File: src/sv/kcst_ram.sv
// ----------------------------------------------------------------------------
// kcst_ram
// Generic simple dual-port RAM: one write port, one read port with the read
// data registered. Contents are undefined until written.
// ----------------------------------------------------------------------------
module kcst_ram #(
  parameter int unsigned WIDTH = 8,
  parameter int unsigned DEPTH = 16
) (
  input  logic                     clk,
  input  logic                     wr_en,
  input  logic [$clog2(DEPTH)-1:0] wr_addr,
  input  logic [WIDTH-1:0]         wr_data,
  input  logic                     rd_en,
  input  logic [$clog2(DEPTH)-1:0] rd_addr,
  output logic [WIDTH-1:0]         rd_data
);

  logic [WIDTH-1:0] mem [DEPTH];

  // Write port.
  always_ff @(posedge clk) begin
    if (wr_en) begin
      mem[wr_addr] <= wr_data;
    end
  end

  // Registered read port; the data holds while no read is issued.
  always_ff @(posedge clk) begin
    if (rd_en) begin
      rd_data <= mem[rd_addr];
    end
  end

endmodule

File: config.mk
export PLATFORM = sky130hd
export DESIGN_NAME = kcst_ram
export DESIGN_NICKNAME = d
export VERILOG_FILES = /design/src/sv/kcst_ram.sv
export SDC_FILE = /design/constraint.sdc
export NUM_CORES = 1
export LEC_CHECK = 0
export BUFFER_PORTS_ARGS = -buffer_cell sky130_fd_sc_hd__buf_2
export CELL_PAD_IN_SITES_DETAIL_PLACEMENT = 1
export CELL_PAD_IN_SITES_GLOBAL_PLACEMENT = 2
export CORE_UTILIZATION = 40
export CTS_BUF_LIST = sky130_fd_sc_hd__clkbuf_2 sky130_fd_sc_hd__clkbuf_4 sky130_fd_sc_hd__clkbuf_8
export DETAILED_ROUTE_END_ITERATION = 16
export PLACE_DENSITY_LB_ADDON = 0.1
export SETUP_SLACK_MARGIN = 0.4
export SLEW_MARGIN = 20
export SYNTH_ARGS = -nofsm -noshare
export SYNTH_HDL_FRONTEND = slang
export SYNTH_SLANG_ARGS = --single-unit
File: constraint.sdc
create_clock -name clk -period 4.13 [get_ports clk]
set_input_delay 0.413 -clock clk [delete_from_list [all_inputs] [get_ports clk]]
set_output_delay 0.413 -clock clk [all_outputs]
set_load 0.01 [all_outputs]
==> impl_metrics.tcl <==
set metrics [dict create \
    p_leak_nw 1.93 \
    place_hpwl_microns 6840 \
    dr.pass1.iters 4 \
    route.detailed.drc 0 \
    antenna_found_initial 0 \
    cts-root-buf "clkbuf_8" \
    endpoint_kind "register" \
    setup_viol 0 \
    ant_nets 0 \
    grt_pass1_vias 2546 \
    startpoint_type "input pin" \
    diodes 0 \
    wl_microns 10600 \
    cts_max_path_buffers 2 \
    synth_fa_ha_area_frac 0 \
    drive_above_1_share 0.288 \
    hp-class "in2reg" \
    synth_compound_area_frac 0.0230 \
    grt_overflow 0 \
    area_delta_synth_final_pct 12.5 \
    wire_per_inst_microns 23.5 \
    mostFrequentLayoutCell "edfxtp_1" \
    synth_top_family_by_area "multiplexers" \
    p_clk_frac 0.364 \
    core_sq_um 12700 \
    cts_max_level 4 \
    avgViaCountPerCell 5.23 \
    power_switching_share 0.201 \
    synth-xor-area-share 0 \
    internal_power_w 0.00214 \
    crit_arrival_ns 1.94 \
    place_congestion 0.700 \
    p_per_area_nw_per_um2 455 \
    netlist_instances 229 \
    switchingPower_w 0.000537 \
    min_period_ns 1.77 \
    io_pins 27 \
    initial_utilization 0.413 \
    final_cell_mix "edfxtp_1 (136), buf_2 (26), mux4_2 (18)" \
    period_share 0.428 \
    max_freq_mhz 566 \
    rsz0062_at_grt "no" \
    grt_pass1_wl_microns 16000 \
    die_area_sq_um 13500 \
    cts_resized 0 \
    p_seq_frac 0.585 \
    vdd.ir_drop.worst_mv 0.187 \
    worstPathMaxFanout 14 \
    synth.avg_cell_area_sq_um 22.8 \
    nNetsFinal 288 \
    clock_latency_ns 0.42 \
    cts_hold_buf 0 \
    synth_nets 248 \
    rows 41 \
    whs_ns 0.362 \
    fp.dieW_microns 116 \
    dp_slack_ns 1.88 \
    placed_cells 422 \
    final-instance-count-excl-fill 453 \
    cts_setup_buffers 0 \
    worst-setup-path-type "in2reg" \
    synth_warnings 0 \
    yosysSeqAreaShare 0.781 \
    post_synth_mux_area_share 0.148 \
    crit_required_ns 4.30 \
    synthSimpleGateAreaFrac 0.0314 \
    grt_max_degree 33 \
    dieHeight_microns 116 \
    post-route-util 0.464 \
    yosys.cell_types.count 18 \
    grt_use_total 0.177 \
    hold_viol 0 \
    portBuffers 26 \
    worst_pin_slew_ns 1.00 \
    maxCapViolCount 0 \
    outcome "finished clean" \
    slew-limit-headroom 0.328 \
    ys_ff_latch 136 \
    finClkSkew_ns 0.00566 \
    slew_violations 0 \
    setup_slack_ns 2.36 \
    syn_area_sq_um 5230 \
    drt_iter0_markers 121 \
    clk_pin_slew_ns 0.07 \
    cts_tree "built" \
    numCtsBuffers 17 \
    cts.sinks 136 \
    p_comb_frac 0.051 \
    finalSetupTns_ns 0 \
    vias 2368 \
]
==> metal layers <==
metal / wire length [microns] / vias to the layer above / GRT usage
met2: 5220 / 50 / 0.279
li1: - / 1060 / -
met4: 167 / 0 / 0.0744
met3: 281 / 13 / 0.0405
met1: 4970 / 1245 / 0.239
met5: 0 / - / 0
==> worst paths after layout <==
path / end / start / depth (start not counted) / slack [ns]
setup / recovery: rd_data[1] / rd_addr[0] / 5 / 2.36
hold / removal: rd_data[7] / rd_en / 1 / 0.36
setup reg to reg: rd_data[0] / mem[1][0] / 3 / 2.59
hold reg to reg: rd_data[0] / mem[12][0] / 3 / 0.75
==> power by group through the flow <==
stage / registers [W] / clock network, W / logic (W)
final: 0.00156 / 0.000973 / 0.000137
after floorplan: 0.00159 / 0 / 0.0000785
after detailed placement: 0.00159 / 0 / 0.000142
after CTS: 0.00156 / 0.000993 / 0.000142
after global routing: 0.00157 / 0.00104 / 0.000152
after global placement: 0.00159 / 0 / 0.000140
==> worst max-delay path: stages <==
cell and delay (ns):
buf_2 0.26, buf_4 0.36, mux4_1 0.61, a22oi_1 0.22, nand2_1 0.07
==> state kept, by name, summed over array words and instances (netlist names) <==
signal   cells
mem        128
rd_data      8
==> kinds of logic (layout without fill, tap and decap cells) <==
family	after synthesis	count (layout)
AOI/OAI and AO/OA	16	16
buffers and inverters	10	62
DFF	136	136
muxes	32	32
and+or+nand+nor	35	35
==> cell usage after synthesis <==
cell type	n	area share
edfxtp_1	136	0.78
mux4_2	18	0.078
a22oi_1	16	0.023
mux4_1	14	0.070
nor2_1	13	0.0093
nand2_1	9	0.0065
nor3_1	4	0.0038
buf_2	3	0.0029
buf_6	3	0.0065
clkdlybuf4s25_2	3	0.0057
nand2b_1	2	0.0024
nand3b_1	2	0.0029
and2_1	1	0.0012
and2b_1	1	0.0014
buf_4	1	0.0014
nand3_1	1	0.00096
nor2b_1	1	0.0012
or3b_2	1	0.0017
==> final cells by class <==
cell class | count | area, sq um
clock buffers | 26 | 302
clock inverters | 5 | 48.8
fillers | 1170 | 6790
multi-input cells | 83 | 1060
flip-flops and latches | 136 | 4080
well taps | 172 | 215
repair buffers | 31 | 168
==> stage by stage <==
| stage | area [sq um] | power (W) |
|---|---|---|
| 6_report | 5880 | 0.00267 |
| 3_5_place_dp | 5530 | 0.00174 |
| 5_1_grt | 5880 | 0.00276 |
| 4_1_cts | 5880 | 0.00270 |
| 2_1_floorplan | 5230 | 0.00167 |
| 3_3_place_gp | 5530 | 0.00173 |
No activity file was read; power rests on OpenSTA's default activity.
